File: src/rtl/adrc_pkg.sv
// adrc_pkg: shared types and constants for the audio dynamic range compressor
// controller state, command and status records, register indexes, fixed field widths
// no dependencies
`timescale 1ns / 1ps
`default_nettype none

package adrc_pkg;

	localparam int CFG_IDX_W = 3;
	localparam int THR_W     = 16;
	localparam int IR_W      = 17;
	localparam int MKP_W     = 16;
	localparam int GAIN_W    = 18;
	localparam int GAIN_FRAC = 16;
	localparam int MKP_FRAC  = 12;
	localparam int LVL_SHIFT = 8;
	localparam int CNT_W     = 5;

	localparam logic [THR_W-1:0]  THR_RST   = 16'd32768;
	localparam logic [IR_W-1:0]   IR_RST    = 17'd65536;
	localparam logic [MKP_W-1:0]  MKP_RST   = 16'd4096;
	localparam logic [GAIN_W-1:0] GAIN_ONE  = 18'd65536;

	// multiplier digit steps (two bits each) and divider steps (one bit each)
	localparam logic [CNT_W-1:0] OVR_STEPS  = 5'd9;
	localparam logic [CNT_W-1:0] GAIN_STEPS = 5'd9;
	localparam logic [CNT_W-1:0] MKP_STEPS  = 5'd8;
	localparam logic [CNT_W-1:0] DIV_STEPS  = 5'd18;

	typedef enum logic [CFG_IDX_W-1:0] {
		REG_THRESHOLD = 3'd0,
		REG_INV_RATIO = 3'd1,
		REG_ATTACK    = 3'd2,
		REG_RELEASE   = 3'd3,
		REG_MAKEUP    = 3'd4,
		REG_ENABLE    = 3'd5
	} cfg_reg_t;

	typedef enum logic [3:0] {
		S_IDLE,
		S_ENV_LD,
		S_ENV_MUL,
		S_ENV_UPD,
		S_OVR_LD,
		S_OVR_MUL,
		S_DIV_LD,
		S_DIV,
		S_GAIN_LD,
		S_GAIN_MUL,
		S_MKP_LD,
		S_MKP_MUL,
		S_RESULT
	} state_t;

	typedef enum logic [1:0] {
		MUL_ENV,
		MUL_OVER,
		MUL_GAIN,
		MUL_MKP
	} mul_op_t;

	typedef struct packed {
		logic    capture;
		logic    mul_load;
		mul_op_t mul_op;
		logic    mul_step;
		logic    env_write;
		logic    div_load;
		logic    div_step;
		logic    gain_unity;
		logic    res_write;
	} cmd_t;

	typedef struct packed {
		logic over_thr;
	} status_t;

endpackage

`default_nettype wire

File: src/rtl/adrc_in_if.sv
// adrc_in_if: input sample channel, valid/ready with one sample per beat
// depends on nothing
`timescale 1ns / 1ps
`default_nettype none

interface adrc_in_if #(
	parameter int SAMPLE_BITS = 16
);
	logic                          valid;
	logic                          ready;
	logic signed [SAMPLE_BITS-1:0] sample_in;

	modport source (output valid, output sample_in, input ready);
	modport sink (input valid, input sample_in, output ready);
endinterface

`default_nettype wire

File: src/rtl/adrc_out_if.sv
// adrc_out_if: result sample channel, valid/ready with one sample per beat
// depends on nothing
`timescale 1ns / 1ps
`default_nettype none

interface adrc_out_if #(
	parameter int SAMPLE_BITS = 16
);
	logic                          valid;
	logic                          ready;
	logic signed [SAMPLE_BITS-1:0] sample_out;

	modport source (output valid, output sample_out, input ready);
	modport sink (input valid, input sample_out, output ready);
endinterface

`default_nettype wire

File: src/rtl/adrc_cfg_if.sv
// adrc_cfg_if: register write channel, valid/ready with index and data per beat
// depends on adrc_pkg
`timescale 1ns / 1ps
`default_nettype none

interface adrc_cfg_if #(
	parameter int DATA_W = 17
);
	import adrc_pkg::*;

	logic                 valid;
	logic                 ready;
	logic [CFG_IDX_W-1:0] index;
	logic [DATA_W-1:0]    wdata;

	modport source (output valid, output index, output wdata, input ready);
	modport sink (input valid, input index, input wdata, output ready);
endinterface

`default_nettype wire

File: src/rtl/adrc_ctrl.sv
// adrc_ctrl: sequencer for the compressor, steps the datapath through one sample
// owns the output valid flag; depends on adrc_pkg
`timescale 1ns / 1ps
`default_nettype none

module adrc_ctrl #(
	parameter int COEFF_BITS = 16
) (
	input  wire               clk,
	input  wire               arst_n,
	input  wire               in_valid,
	output logic              in_ready,
	output logic              out_valid,
	input  wire               out_ready,
	input  wire               enable,
	input  adrc_pkg::status_t status,
	output adrc_pkg::cmd_t    cmd
);
	import adrc_pkg::*;

	localparam logic [CNT_W-1:0] ENV_STEPS = CNT_W'((COEFF_BITS + 1) / 2);

	state_t            state_q, state_d;
	logic [CNT_W-1:0]  cnt_q, cnt_d;
	logic              out_valid_q;

	// next state
	always_comb begin
		state_d = state_q;
		cnt_d   = cnt_q;
		case (state_q)
			S_IDLE: begin
				if (in_valid) begin
					state_d = enable ? S_ENV_LD : S_RESULT;
				end
			end
			S_ENV_LD: begin
				cnt_d   = ENV_STEPS;
				state_d = S_ENV_MUL;
			end
			S_ENV_MUL: begin
				cnt_d = cnt_q - CNT_W'(1);
				if (cnt_q == CNT_W'(1)) begin
					state_d = S_ENV_UPD;
				end
			end
			S_ENV_UPD: begin
				state_d = S_OVR_LD;
			end
			S_OVR_LD: begin
				if (status.over_thr) begin
					cnt_d   = OVR_STEPS;
					state_d = S_OVR_MUL;
				end else begin
					state_d = S_GAIN_LD;
				end
			end
			S_OVR_MUL: begin
				cnt_d = cnt_q - CNT_W'(1);
				if (cnt_q == CNT_W'(1)) begin
					state_d = S_DIV_LD;
				end
			end
			S_DIV_LD: begin
				cnt_d   = DIV_STEPS;
				state_d = S_DIV;
			end
			S_DIV: begin
				cnt_d = cnt_q - CNT_W'(1);
				if (cnt_q == CNT_W'(1)) begin
					state_d = S_GAIN_LD;
				end
			end
			S_GAIN_LD: begin
				cnt_d   = GAIN_STEPS;
				state_d = S_GAIN_MUL;
			end
			S_GAIN_MUL: begin
				cnt_d = cnt_q - CNT_W'(1);
				if (cnt_q == CNT_W'(1)) begin
					state_d = S_MKP_LD;
				end
			end
			S_MKP_LD: begin
				cnt_d   = MKP_STEPS;
				state_d = S_MKP_MUL;
			end
			S_MKP_MUL: begin
				cnt_d = cnt_q - CNT_W'(1);
				if (cnt_q == CNT_W'(1)) begin
					state_d = S_RESULT;
				end
			end
			S_RESULT: begin
				if (!out_valid_q || out_ready) begin
					state_d = S_IDLE;
				end
			end
			default: begin
				state_d = S_IDLE;
			end
		endcase
	end

	// outputs
	always_comb begin
		cmd      = '0;
		in_ready = 1'b0;
		case (state_q)
			S_IDLE: begin
				in_ready    = 1'b1;
				cmd.capture = in_valid;
			end
			S_ENV_LD: begin
				cmd.mul_load = 1'b1;
				cmd.mul_op   = MUL_ENV;
			end
			S_ENV_UPD: begin
				cmd.env_write = 1'b1;
			end
			S_OVR_LD: begin
				if (status.over_thr) begin
					cmd.mul_load = 1'b1;
					cmd.mul_op   = MUL_OVER;
				end else begin
					cmd.gain_unity = 1'b1;
				end
			end
			S_ENV_MUL, S_OVR_MUL, S_GAIN_MUL, S_MKP_MUL: begin
				cmd.mul_step = 1'b1;
			end
			S_DIV_LD: begin
				cmd.div_load = 1'b1;
			end
			S_DIV: begin
				cmd.div_step = 1'b1;
			end
			S_GAIN_LD: begin
				cmd.mul_load = 1'b1;
				cmd.mul_op   = MUL_GAIN;
			end
			S_MKP_LD: begin
				cmd.mul_load = 1'b1;
				cmd.mul_op   = MUL_MKP;
			end
			S_RESULT: begin
				cmd.res_write = !out_valid_q || out_ready;
			end
			default: begin
				cmd = '0;
			end
		endcase
	end

	always_ff @(posedge clk or negedge arst_n) begin
		if (!arst_n) begin
			state_q     <= S_IDLE;
			cnt_q       <= '0;
			out_valid_q <= 1'b0;
		end else begin
			state_q     <= state_d;
			cnt_q       <= cnt_d;
			out_valid_q <= cmd.res_write || (out_valid_q && !out_ready);
		end
	end

	assign out_valid = out_valid_q;

endmodule

`default_nettype wire

File: src/rtl/adrc_dp.sv
// adrc_dp: compressor datapath with envelope register, shared radix-4 multiplier,
// restoring gain divider and output saturation; depends on adrc_pkg
`timescale 1ns / 1ps
`default_nettype none

module adrc_dp #(
	parameter int SAMPLE_BITS = 16,
	parameter int COEFF_BITS  = 16
) (
	input  wire                                 clk,
	input  wire                                 arst_n,
	input  adrc_pkg::cmd_t                      cmd,
	output adrc_pkg::status_t                   status,
	input  wire signed [SAMPLE_BITS-1:0]        sample_in,
	input  wire [adrc_pkg::THR_W-1:0]           threshold_gain,
	input  wire [adrc_pkg::IR_W-1:0]            inverse_ratio,
	input  wire [COEFF_BITS-1:0]                attack_coeff,
	input  wire [COEFF_BITS-1:0]                release_coeff,
	input  wire [adrc_pkg::MKP_W-1:0]           makeup_gain,
	input  wire                                 enable,
	output logic signed [SAMPLE_BITS-1:0]       sample_out
);
	import adrc_pkg::*;

	localparam int ENV_W     = SAMPLE_BITS + LVL_SHIFT;
	localparam int THR_SHIFT = SAMPLE_BITS - LVL_SHIFT;
	localparam int ENV_STEPS = (COEFF_BITS + 1) / 2;
	localparam int BW        = (2 * ENV_STEPS > GAIN_W) ? 2 * ENV_STEPS : GAIN_W;
	localparam int AW        = ENV_W;
	localparam int PW        = AW + BW;
	localparam int M1_W      = SAMPLE_BITS + 2;
	localparam int M2_W      = M1_W + MKP_W - MKP_FRAC;
	localparam int SB        = SAMPLE_BITS;

	localparam logic [PW:0]     ENV_HALF = (PW + 1)'(1) << (COEFF_BITS - 1);
	localparam logic [PW-1:0]   RND_G    = PW'(1) << (GAIN_FRAC - 1);
	localparam logic [PW-1:0]   RND_M    = PW'(1) << (MKP_FRAC - 1);
	localparam logic [M2_W-1:0] SAT_NEG  = M2_W'(1) << (SB - 1);
	localparam logic [M2_W-1:0] SAT_POS  = SAT_NEG - M2_W'(1);

	logic [SB-1:0]     mag_q;
	logic              neg_q;
	logic              byp_q;
	logic [ENV_W-1:0]  env_q;
	logic [AW-1:0]     a_q;
	logic [BW-1:0]     b_q;
	logic [PW-1:0]     acc_q;
	logic [ENV_W-1:0]  rem_q;
	logic [GAIN_W-1:0] dl_q;
	logic [GAIN_W-1:0] gain_q;
	logic [SB-1:0]     sample_out_q;

	logic [SB-1:0]     raw;
	logic [SB-1:0]     mag_d;
	logic [ENV_W-1:0]  level;
	logic [ENV_W-1:0]  thr;
	logic              rise;
	logic [ENV_W-1:0]  delta;
	logic [COEFF_BITS-1:0] coeff;
	logic [AW-1:0]     a_d;
	logic [BW-1:0]     b_d;
	logic [AW+1:0]     pp;
	logic [PW:0]       env_rnd;
	logic [ENV_W-1:0]  env_new;
	logic [PW-1:0]     ovr_rnd;
	logic [ENV_W+1:0]  comp;
	logic [ENV_W:0]    r2;
	logic              ge;
	logic [PW-1:0]     m1_full;
	logic [M1_W-1:0]   m1;
	logic [PW-1:0]     m2_full;
	logic [M2_W-1:0]   mres;
	logic [M2_W-1:0]   satv;
	logic [SB-1:0]     res;

	// sample magnitude and sign
	always_comb begin
		raw   = sample_in;
		mag_d = raw[SB-1] ? (~raw + SB'(1)) : raw;
	end

	// envelope update terms
	always_comb begin
		level   = {mag_q, {LVL_SHIFT{1'b0}}};
		thr     = ENV_W'(threshold_gain) << THR_SHIFT;
		rise    = level > env_q;
		delta   = rise ? (level - env_q) : (env_q - level);
		coeff   = rise ? attack_coeff : release_coeff;
		env_rnd = (PW + 1)'(acc_q) + ENV_HALF;
		if (rise) begin
			env_new = level - ENV_W'((env_rnd - (PW + 1)'(1)) >> COEFF_BITS);
		end else begin
			env_new = level + ENV_W'(env_rnd >> COEFF_BITS);
		end
		status.over_thr = env_q > thr;
	end

	// compressed level and product roundings
	always_comb begin
		ovr_rnd = (acc_q + RND_G) >> GAIN_FRAC;
		comp    = (ENV_W + 2)'(thr) + ovr_rnd[ENV_W+1:0];
		m1_full = (acc_q + RND_G) >> GAIN_FRAC;
		m1      = m1_full[M1_W-1:0];
		m2_full = (acc_q + RND_M) >> MKP_FRAC;
		mres    = byp_q ? M2_W'(mag_q) : m2_full[M2_W-1:0];
	end

	// multiplier operand select
	always_comb begin
		case (cmd.mul_op)
			MUL_ENV: begin
				a_d = delta;
				b_d = BW'(coeff) << (BW - 2 * ENV_STEPS);
			end
			MUL_OVER: begin
				a_d = env_q - thr;
				b_d = BW'(inverse_ratio) << (BW - 2 * int'(OVR_STEPS));
			end
			MUL_GAIN: begin
				a_d = AW'(mag_q);
				b_d = BW'(gain_q) << (BW - 2 * int'(GAIN_STEPS));
			end
			MUL_MKP: begin
				a_d = AW'(m1);
				b_d = BW'(makeup_gain) << (BW - 2 * int'(MKP_STEPS));
			end
			default: begin
				a_d = '0;
				b_d = '0;
			end
		endcase
	end

	// two multiplier bits per step, msb first
	always_comb begin
		pp = ({2'b00, a_q} & {(AW + 2){b_q[BW-2]}})
			+ ({1'b0, a_q, 1'b0} & {(AW + 2){b_q[BW-1]}});
	end

	// one quotient bit per step
	always_comb begin
		r2 = {rem_q, dl_q[GAIN_W-1]};
		ge = r2 >= {1'b0, env_q};
	end

	// sign and saturation
	always_comb begin
		if (neg_q) begin
			satv = (mres > SAT_NEG) ? SAT_NEG : mres;
			res  = ~satv[SB-1:0] + SB'(1);
		end else begin
			satv = (mres > SAT_POS) ? SAT_POS : mres;
			res  = satv[SB-1:0];
		end
	end

	always_ff @(posedge clk or negedge arst_n) begin
		if (!arst_n) begin
			env_q <= '0;
		end else if (cmd.env_write) begin
			env_q <= env_new;
		end
	end

	always_ff @(posedge clk) begin
		if (cmd.capture) begin
			mag_q <= mag_d;
			neg_q <= raw[SB-1];
			byp_q <= !enable;
		end
		if (cmd.mul_load) begin
			a_q   <= a_d;
			b_q   <= b_d;
			acc_q <= '0;
		end else if (cmd.mul_step) begin
			acc_q <= (acc_q << 2) + PW'(pp);
			b_q   <= b_q << 2;
		end
		if (cmd.div_load) begin
			rem_q <= comp[ENV_W+1:2];
			dl_q  <= {comp[1:0], {GAIN_FRAC{1'b0}}};
		end else if (cmd.div_step) begin
			rem_q <= ge ? ENV_W'(r2 - {1'b0, env_q}) : ENV_W'(r2);
			dl_q  <= dl_q << 1;
		end
		if (cmd.gain_unity) begin
			gain_q <= GAIN_ONE;
		end else if (cmd.div_step) begin
			gain_q <= {gain_q[GAIN_W-2:0], ge};
		end
		if (cmd.res_write) begin
			sample_out_q <= res;
		end
	end

	assign sample_out = sample_out_q;

endmodule

`default_nettype wire

File: src/rtl/audio_dynamic_range_compressor.sv
// audio_dynamic_range_compressor: top level with register file, sequencer and datapath
// depends on adrc_pkg, adrc_in_if, adrc_out_if, adrc_cfg_if, adrc_ctrl, adrc_dp
`timescale 1ns / 1ps
`default_nettype none

// Feed-forward peak compressor on signed samples, one result beat per input beat.
// A sample is processed on its own from acceptance to result: with the envelope
// above threshold the over-threshold product and the gain division are run, at or
// below threshold the gain is unity, and when disabled the sample bypasses envelope
// and gain. The shared multiplier retires two operand bits per cycle over up to four
// products, and the gain divider retires one quotient bit per cycle over 18 bits.
// A finished result waits in the output register while the
// next sample is taken in. Registers are written on the cfg channel, which is
// always ready; its data width must be at least max(17, COEFF_BITS). Writes are
// expected only while no sample is in flight.
module audio_dynamic_range_compressor #(
	parameter int SAMPLE_BITS = 16,
	parameter int COEFF_BITS  = 16
) (
	input  wire          clk,
	input  wire          arst_n,
	adrc_in_if.sink      sample_ch,
	adrc_out_if.source   result_ch,
	adrc_cfg_if.sink     cfg
);
	import adrc_pkg::*;

	logic [THR_W-1:0]      thr_q;
	logic [IR_W-1:0]       ir_q;
	logic [COEFF_BITS-1:0] att_q;
	logic [COEFF_BITS-1:0] rel_q;
	logic [MKP_W-1:0]      mkp_q;
	logic                  en_q;

	cmd_t    cmd;
	status_t status;

	assign cfg.ready = 1'b1;

	always_ff @(posedge clk or negedge arst_n) begin
		if (!arst_n) begin
			thr_q <= THR_RST;
			ir_q  <= IR_RST;
			att_q <= '0;
			rel_q <= '0;
			mkp_q <= MKP_RST;
			en_q  <= 1'b1;
		end else if (cfg.valid) begin
			case (cfg_reg_t'(cfg.index))
				REG_THRESHOLD: thr_q <= cfg.wdata[THR_W-1:0];
				REG_INV_RATIO: ir_q  <= cfg.wdata[IR_W-1:0];
				REG_ATTACK:    att_q <= cfg.wdata[COEFF_BITS-1:0];
				REG_RELEASE:   rel_q <= cfg.wdata[COEFF_BITS-1:0];
				REG_MAKEUP:    mkp_q <= cfg.wdata[MKP_W-1:0];
				REG_ENABLE:    en_q  <= cfg.wdata[0];
				default: begin
				end
			endcase
		end
	end

	adrc_ctrl #(
		.COEFF_BITS(COEFF_BITS)
	) u_ctrl (
		.clk       (clk),
		.arst_n    (arst_n),
		.in_valid  (sample_ch.valid),
		.in_ready  (sample_ch.ready),
		.out_valid (result_ch.valid),
		.out_ready (result_ch.ready),
		.enable    (en_q),
		.status    (status),
		.cmd       (cmd)
	);

	adrc_dp #(
		.SAMPLE_BITS(SAMPLE_BITS),
		.COEFF_BITS (COEFF_BITS)
	) u_dp (
		.clk            (clk),
		.arst_n         (arst_n),
		.cmd            (cmd),
		.status         (status),
		.sample_in      (sample_ch.sample_in),
		.threshold_gain (thr_q),
		.inverse_ratio  (ir_q),
		.attack_coeff   (att_q),
		.release_coeff  (rel_q),
		.makeup_gain    (mkp_q),
		.enable         (en_q),
		.sample_out     (result_ch.sample_out)
	);

	// a taken beat closes the input right after its capture
	a_busy_after_capture: assert property (@(posedge clk) disable iff (!arst_n)
		cmd.capture |=> !sample_ch.ready)
		else $error("input reopened right after capture");

	// a pending result is never overwritten
	a_no_result_overwrite: assert property (@(posedge clk) disable iff (!arst_n)
		cmd.res_write |-> (!result_ch.valid || result_ch.ready))
		else $error("result written over a pending beat");

	// datapath commands are exclusive
	a_cmd_exclusive: assert property (@(posedge clk) disable iff (!arst_n)
		$onehot0({cmd.capture, cmd.mul_load, cmd.mul_step, cmd.env_write,
			cmd.div_load, cmd.div_step, cmd.gain_unity, cmd.res_write}))
		else $error("overlapping datapath commands");

	// envelope is written only from a finished product
	a_env_after_mul: assert property (@(posedge clk) disable iff (!arst_n)
		cmd.env_write |-> $past(cmd.mul_step))
		else $error("envelope written without a finished product");

endmodule

`default_nettype wire

File: src/flat_wrapper.sv
// flat-port wrapper written by rule: the top's interface ports become plain ports
module audio_dynamic_range_compressor_flat import adrc_pkg::*;
#(
	parameter int SAMPLE_BITS = 16,
	parameter int COEFF_BITS  = 16
)
  (clk, arst_n, sample_ch_valid, sample_ch_sample_in, sample_ch_ready, result_ch_valid, result_ch_sample_out, result_ch_ready, cfg_valid, cfg_index, cfg_wdata, cfg_ready);
  adrc_in_if #(.SAMPLE_BITS(SAMPLE_BITS)) sample_ch_i ();
  adrc_out_if #(.SAMPLE_BITS(SAMPLE_BITS)) result_ch_i ();
  adrc_cfg_if #(.DATA_W(17)) cfg_i ();
  input  wire clk;
  input  wire arst_n;
  input wire logic [$bits(sample_ch_i.valid)-1:0] sample_ch_valid;
  input wire logic [$bits(sample_ch_i.sample_in)-1:0] sample_ch_sample_in;
  output wire logic [$bits(sample_ch_i.ready)-1:0] sample_ch_ready;
  output wire logic [$bits(result_ch_i.valid)-1:0] result_ch_valid;
  output wire logic [$bits(result_ch_i.sample_out)-1:0] result_ch_sample_out;
  input wire logic [$bits(result_ch_i.ready)-1:0] result_ch_ready;
  input wire logic [$bits(cfg_i.valid)-1:0] cfg_valid;
  input wire logic [$bits(cfg_i.index)-1:0] cfg_index;
  input wire logic [$bits(cfg_i.wdata)-1:0] cfg_wdata;
  output wire logic [$bits(cfg_i.ready)-1:0] cfg_ready;
  assign sample_ch_i.valid = sample_ch_valid;
  assign sample_ch_i.sample_in = sample_ch_sample_in;
  assign sample_ch_ready = sample_ch_i.ready;
  assign result_ch_valid = result_ch_i.valid;
  assign result_ch_sample_out = result_ch_i.sample_out;
  assign result_ch_i.ready = result_ch_ready;
  assign cfg_i.valid = cfg_valid;
  assign cfg_i.index = cfg_index;
  assign cfg_i.wdata = cfg_wdata;
  assign cfg_ready = cfg_i.ready;
  audio_dynamic_range_compressor #(.SAMPLE_BITS(SAMPLE_BITS), .COEFF_BITS(COEFF_BITS)) u_core (.clk(clk), .arst_n(arst_n), .sample_ch(sample_ch_i), .result_ch(result_ch_i), .cfg(cfg_i));
endmodule
File: config.mk
export PLATFORM = sky130hd
export DESIGN_NAME = audio_dynamic_range_compressor_flat
export DESIGN_NICKNAME = d
export VERILOG_FILES = /design/src/rtl/adrc_pkg.sv /design/src/rtl/adrc_in_if.sv /design/src/rtl/adrc_out_if.sv /design/src/rtl/adrc_cfg_if.sv /design/src/rtl/adrc_ctrl.sv /design/src/rtl/adrc_dp.sv /design/src/rtl/audio_dynamic_range_compressor.sv /design/src/flat_wrapper.sv
export SDC_FILE = /design/constraint.sdc
export NUM_CORES = 1
export LEC_CHECK = 0
export BUFFER_PORTS_ARGS = -buffer_cell sky130_fd_sc_hd__buf_2
export CORE_MARGIN = 2
export CORE_UTILIZATION = 38
export DETAILED_ROUTE_END_ITERATION = 6
export GPL_ROUTABILITY_DRIVEN = 0
export PLACE_DENSITY_LB_ADDON = 0.12
export SYNTH_ARGS = -nofsm -noshare
export SYNTH_HDL_FRONTEND = slang
export SYNTH_SLANG_ARGS = --single-unit
File: constraint.sdc
create_clock -name clk -period 15.2 [get_ports clk]
set_clock_uncertainty 0.1 [all_clocks]
set_input_delay 3.8 -clock clk [delete_from_list [all_inputs] [get_ports clk]]
set_output_delay 3.8 -clock clk [all_outputs]
set_load 0.05 [all_outputs]
=== Word-level counts from Yosys, hierarchy flattened ===
Cells that the tools add are included.

* $add $sub $neg: 16
* Multipliers: 0
* Div/mod/pow operators: 0
* $lt $le $gt $ge: 5
* Equality and inequality tests: 29
* Shift operators: 0
* Muxes and demuxes: 40
* Bitwise gates (word level): 4
* Reductions and logical operators: 23

{| class="wikitable"
|+ Operator list
! kind !! number
|-
| 24-bit two-way mux || 5
|-
| 24-bit subtractor || 5
|-
| 24-bit one-hot mux with 4 select lines || 1
|-
| 18-bit two-way mux || 4
|-
| 18-bit one-hot mux with 4 select lines || 1
|-
| 16-bit two-way mux || 4
|-
| 4-bit one-hot mux with 13 select lines || 1
|-
| 24-bit greater-than comparator || 2
|-
| 42-bit by 16-bit adder with 42-bit output, second input constant || 1
|-
| 42-bit by 26-bit adder with 42-bit output || 1
|-
| 40-bit by 16-bit adder with 40-bit output, second input constant || 1
|-
| 40-bit by 1-bit subtractor with 40-bit output, second input constant || 1
|-
| 4-bit two-way mux || 9
|-
| 34-bit by 12-bit adder with 34-bit output, second input constant || 1
|-
| 16-bit by 1-bit adder with 16-bit output, second input constant || 2
|-
| 16-bit inverter || 2
|-
| 24-bit by 26-bit adder with 26-bit output || 1
|-
| 26-bit adder || 1
|-
| 24-bit by 26-bit bitwise AND with 26-bit output || 1
|-
| 25-bit by 26-bit bitwise AND with 26-bit output || 1
|-
| 25-bit by 24-bit greater-or-equal comparator with 1-bit output || 1
|-
| 5-bit one-hot mux with 5 select lines || 1
|-
| 24-bit adder || 1
|-
| 22-bit by 15-bit greater-than comparator with 1-bit output, second input constant || 1
|-
| other kinds (33) || 68
|}

* Register bits after elaboration: 278
* Bits in latches: 0
* Memory bits (writable): 0
* Bits in read-only memories: 0
* Input bits: 41
* Output and inout bits: 19
* Memories: 0

=== Depth between registers and ports, before layout ===
* Word-level depth: 7
* Gate-level depth with buffers: 26
* Gate-level depth less buffers: 26

=== Hierarchy ===
From an unflattened synthesis, not the netlist that was laid out.

* Cells, all modules: 2622
* Area total of the unflattened synthesis: 23616.4 sq um

{| class="wikitable"
|+ Modules (own cells, without submodules)
! module !! instances !! cells an instance !! area each (sq um) !! sequential area each (sq um)
|-
| adrc_dp || 1 || 2329 || 19547.5 || 4864.7
|-
| audio_dynamic_range_compressor || 1 || 180 || 3168.0 || 2057.0
|-
| adrc_ctrl || 1 || 113 || 900.9 || 250.2
|}

=== Worst setup path before layout ===
No wires, ideal clock.

* Path kind: input to register
* From: input result_ch_ready
* To: register u_core.u_dp.sample_out_q[0], in the netlist u_core.u_dp.sample_out[0], enable pin
* Setup time: 413 ps
* Arrival: 5178 ps
* Required time: 14687 ps
* Slack: 9509 ps
* Stages on the path: 2
* Buffers on the path: 0
* Cells stage by stage: nand2b_1 nor3b_1

{| class="wikitable"
|+ RTL lines
! what !! RTL line !! text
|-
| start, declared || flat_wrapper.sv:18 || <nowiki>input wire logic [$bits(result_ch_i.ready)-1:0] result_ch_ready;</nowiki>
|-
| end signal, assigned || adrc_dp.sv:192 || <nowiki>sample_out_q <= res;</nowiki>
|-
| end, declared || adrc_dp.sv:51 || <nowiki>logic [SB-1:0] sample_out_q;</nowiki>
|}

=== Final worst setup path ===
* From: register u_core.u_dp.b_q[17]
* To: register u_core.u_dp.acc_q[32]

* Longest elaborated chain between the ends: 3

{| class="wikitable"
|+ Ends and longest elaborated chain
! what !! RTL line !! text
|-
| start, declared || adrc_dp.sv:46 || <nowiki>logic [BW-1:0] b_q;</nowiki>
|-
| start signal, assigned || adrc_dp.sv:177 || <nowiki>b_q <= b_q << 2;</nowiki>
|-
| 25-bit by 26-bit bitwise AND with 26-bit output || adrc_dp.sv:137 || <nowiki>+ ({1'b0, a_q, 1'b0} & {(AW + 2){b_q[BW-1]}});</nowiki>
|-
| 26-bit adder || adrc_dp.sv:137 ||
|-
| 42-bit by 26-bit adder with 42-bit output || adrc_dp.sv:176 || <nowiki>acc_q <= (acc_q << 2) + PW'(pp);</nowiki>
|-
| end signal, assigned || adrc_dp.sv:176 ||
|-
| end, declared || adrc_dp.sv:47 || <nowiki>logic [PW-1:0] acc_q;</nowiki>
|}

Every way passes these cells.
A chain may end at the register's enable or synchronous reset.

==> flow_metrics.env <==
export IMPL_reg2reg_depth=24
export IMPL_grt_pass1_vias=18940
export IMPL_rsz0062_at_grt="no"
export IMPL_track_usage_pct=23.8
export IMPL_multi_input_area_mm2=0.0144
export IMPL_rows=89
export IMPL_start_kind="flop"
export IMPL_peakVddDrop_uv=144
export IMPL_cp_data_required_time_ns=15.58
export IMPL_cts_made_buffers=38
export IMPL_cts_path_max_buffers=3
export IMPL_drc=0
export IMPL_clk_insertion_delay_late_ns=0.58
export IMPL_dieArea_mm2=0.0613
export IMPL_fill_cells=5893
export IMPL_clkPwrFrac_pct=15.8
export IMPL_clock_sinks=278
export IMPL_dr_first_iter_drc_count=1669
export IMPL_core_area_mm2=0.0588
export IMPL_final_common_cell="nand2_1"
export IMPL_min_period_ns=6.47
export IMPL_crit_slowest_cell="edfxtp_1"
export IMPL_postCtsSetupRepairBufs=0
export IMPL_ant_nets=0
export IMPL_cts_root_buf="clkbuf_16"
export IMPL_synthArstFlopShare_pct=41.7
export IMPL_layout_common_cells="nand2_1 (292), a21oi_1 (209), nor2_1 (203)"
export IMPL_min_period_over_period_pct=42.6
export IMPL_grt_pass1_wl_mm=112
export IMPL_hold_viol_final=0
export IMPL_drive_above_1_share_pct=11.1
export IMPL_fmax_ghz=0.155
export IMPL_holdPathStages=2
export IMPL_cp_max_fo=25
export IMPL_globalRoute_totalOverflow=0
export IMPL_ctsResizeCount=0
export IMPL_area_growth_pct=10.0
export IMPL_via_per_inst=5.76
export IMPL_h_tree_depth=2
export IMPL_grt_start_max_net_pins=63
export IMPL_dr_total_vias=19920
export IMPL_antenna_found_initial=3
export IMPL_ys_warn_count=0
export IMPL_finalPower_mw=5.95
export IMPL_die_h_um=248
export IMPL_portBuffers=58
export IMPL_crit_chain="and2_1, ha_1, inv_1, fa_1, nor2b_1, o21ai_0, a21boi_0, o21ai_0, a21boi_0, o21ai_0, a21oi_1, o21ai_0, xnor2_1, ha_1, a21o_1, a21oi_1, o21ai_0, a211oi_1, nor3_1, o211ai_1, a21oi_1, and2_1, xnor2_1, a211oi_1"
export IMPL_crit_arrival_ns=6.85
export IMPL_run_status="completed"
export IMPL_relSlewSlack_pct=26.4
export IMPL_intPower_mw=3.07
export IMPL_clk_pin_slew_ns=0.06
export IMPL_regArea_mm2=0.00717
export IMPL_p_seq_share_pct=22.6
export IMPL_num_antenna_cells=0
export IMPL_finalSetupViolCount=0
export IMPL_synthFlopType="dfrtp_1"
export IMPL_drt_first_pass_iters=7
export IMPL_slew_violations=0
export IMPL_drt_wl_total_mm=73.5
export IMPL_crit_cells=24
export IMPL_post_drt_wl_per_cell_um=21.3
export IMPL_syn_avg_cell_area_um2=8.46
export IMPL_hpwl_mm=55.0
export IMPL_critical_path_buf_inv_count=1
export IMPL_start_util_pct=38.4
export IMPL_slowest_delay_ns=0.73
export IMPL_synth_seq_cells=278
export IMPL_maxCapViolCount=0
export IMPL_critical_path_top_delay_family="compound AO/OA/AOI/OAI gates"
export IMPL_crit_path_end_kind="flop"
export IMPL_worstHoldPathType="reg -> reg"
export IMPL_power_leakage_nw=10.3
export IMPL_syn_nets=2876
export IMPL_cts_tree="yes"
export IMPL_switching_share_pct=48.4
export IMPL_synthesis_area_mm2=0.0226
export IMPL_crit_type="reg -> reg"
export IMPL_path_common_cell="o21ai_0"
export IMPL_power_density_mw_per_mm2=240
export IMPL_hold_buffers=0
export IMPL_seq_area_frac_synth_pct=31.8
export IMPL_p_comb_share_pct=61.6
export IMPL_postSynthCellCount=2666
export IMPL_tightest_slew_ns=1.10
export IMPL_ios=60
export IMPL_p_sw_mw=2.88
export IMPL_die_x_um=248
export IMPL_ys_types=93
export IMPL_nets=2866
export IMPL_synth_edff_count=102
export IMPL_fin_tns_setup_ns=0
power by group through the flow:
stage          registers [mW]  logic, mW  clock network (mW)
3_3_place_gp             1.35       3.57                   0
2_1_floorplan            1.23       2.75                   0
3_5_place_dp             1.35       3.61                   0
6_report                 1.35       3.66               0.939
4_1_cts                  1.34       3.63               0.968
5_1_grt                  1.38       4.06               0.990
routing by layer:
layer  vias to the layer above  part of all wire [%]  track usage [%]
met5                         -                 0.035                0
met4                         4                   3.3             8.10
met3                       122                   5.5             3.05
met2                       576                    45             38.8
met1                      9600                    46             32.5
li1                       9618                     -                -
Yosys cell counts (all sizes together) (61+ instances only):
| library cell | instances | area [um^2] |
|---|---|---|
| a21o | 63 | 473 |
| a21oi | 209 | 1050 |
| dfrtp | 112 | 2800 |
| xnor2 | 163 | 1440 |
| nor2 | 206 | 773 |
| clkbuf | 97 | 364 |
| ha | 163 | 2040 |
| o21ai | 180 | 905 |
| inv | 135 | 507 |
| mux2 | 87 | 980 |
| nand2 | 293 | 1100 |
| xor2 | 61 | 542 |
| edfxtp | 102 | 3060 |
stage by stage:
| stage | std cells | setup slack [ns] | hold WS, ns | area, um^2 | utilization [%] |
|---|---|---|---|---|---|
| 6_report | 3459 | 8.73 | 0.375 | 24800 | 42.2 |
| 3_5_place_dp | 3389 | 8.85 | 0.365 | 23500 | 40.0 |
| 2_1_floorplan | 2666 | 9.51 | 0.336 | 22600 | - |
| 4_1_cts | 3459 | 8.81 | 0.375 | 24800 | 42.2 |
| 5_1_grt | 3459 | 8.12 | 0.394 | 24800 | 42.2 |
| 3_3_place_gp | 3389 | 9.04 | 0.360 | 23500 | 40.0 |
worst paths after layout:
check	endpoint	slack, ns	start
max	u_core.u_dp.acc_q[32]	8.73	u_core.u_dp.b_q[17]
min	u_core.u_dp.gain_q[10]	0.37	u_core.u_dp.gain_q[9]
max reg2reg	u_core.u_dp.acc_q[32]	8.73	u_core.u_dp.b_q[17]
min reg2reg	u_core.u_dp.gain_q[10]	0.37	u_core.u_dp.gain_q[9]
max in group asynchronous	u_core.mkp_q[0]	10.89	arst_n
min in group asynchronous	u_core.rel_q[12]	3.08	arst_n
tightest hold or removal path: cells and delay by family, from the launching register on:
kind             cells  cell delay, ns
AO/OA/AOI/OAI        1            0.05
AND/OR/NAND/NOR      1            0.06
flip-flops           1            0.32
final cells by class:
cell class,count,share of cell area [%]
Inverter,135,2.04
Multi-Input combinational cell,2122,58.0
Clock inverter,20,0.913
Tap cell,773,3.90
Sequential cell,278,28.9
Timing Repair Buffer,81,1.88
Clock buffer,50,4.34
state kept, by name (all words and copies together), names as in the netlist, 17 cells and up:
signal              count
u_core.u_dp.a_q        24
u_core.u_dp.env_q      24
u_core.u_dp.b_q        18
u_core.u_dp.gain_q     18
u_core.u_dp.rem_q      24
u_core.u_dp.acc_q      42
u_core.ir_q            17
cells by family after synthesis:
group	after synthesis	synth area share [%]
AOI/OAI and AO/OA	748	21.3
xor gates and xnor gates	224	8.77
adders and majority gates	175	9.86
buffers and inverters	266	4.64
DFF	278	31.8
muxes	109	5.32
other	1	0.0166
and+or+nand+nor	865	18.3
(Power assumes the default switching activity.)
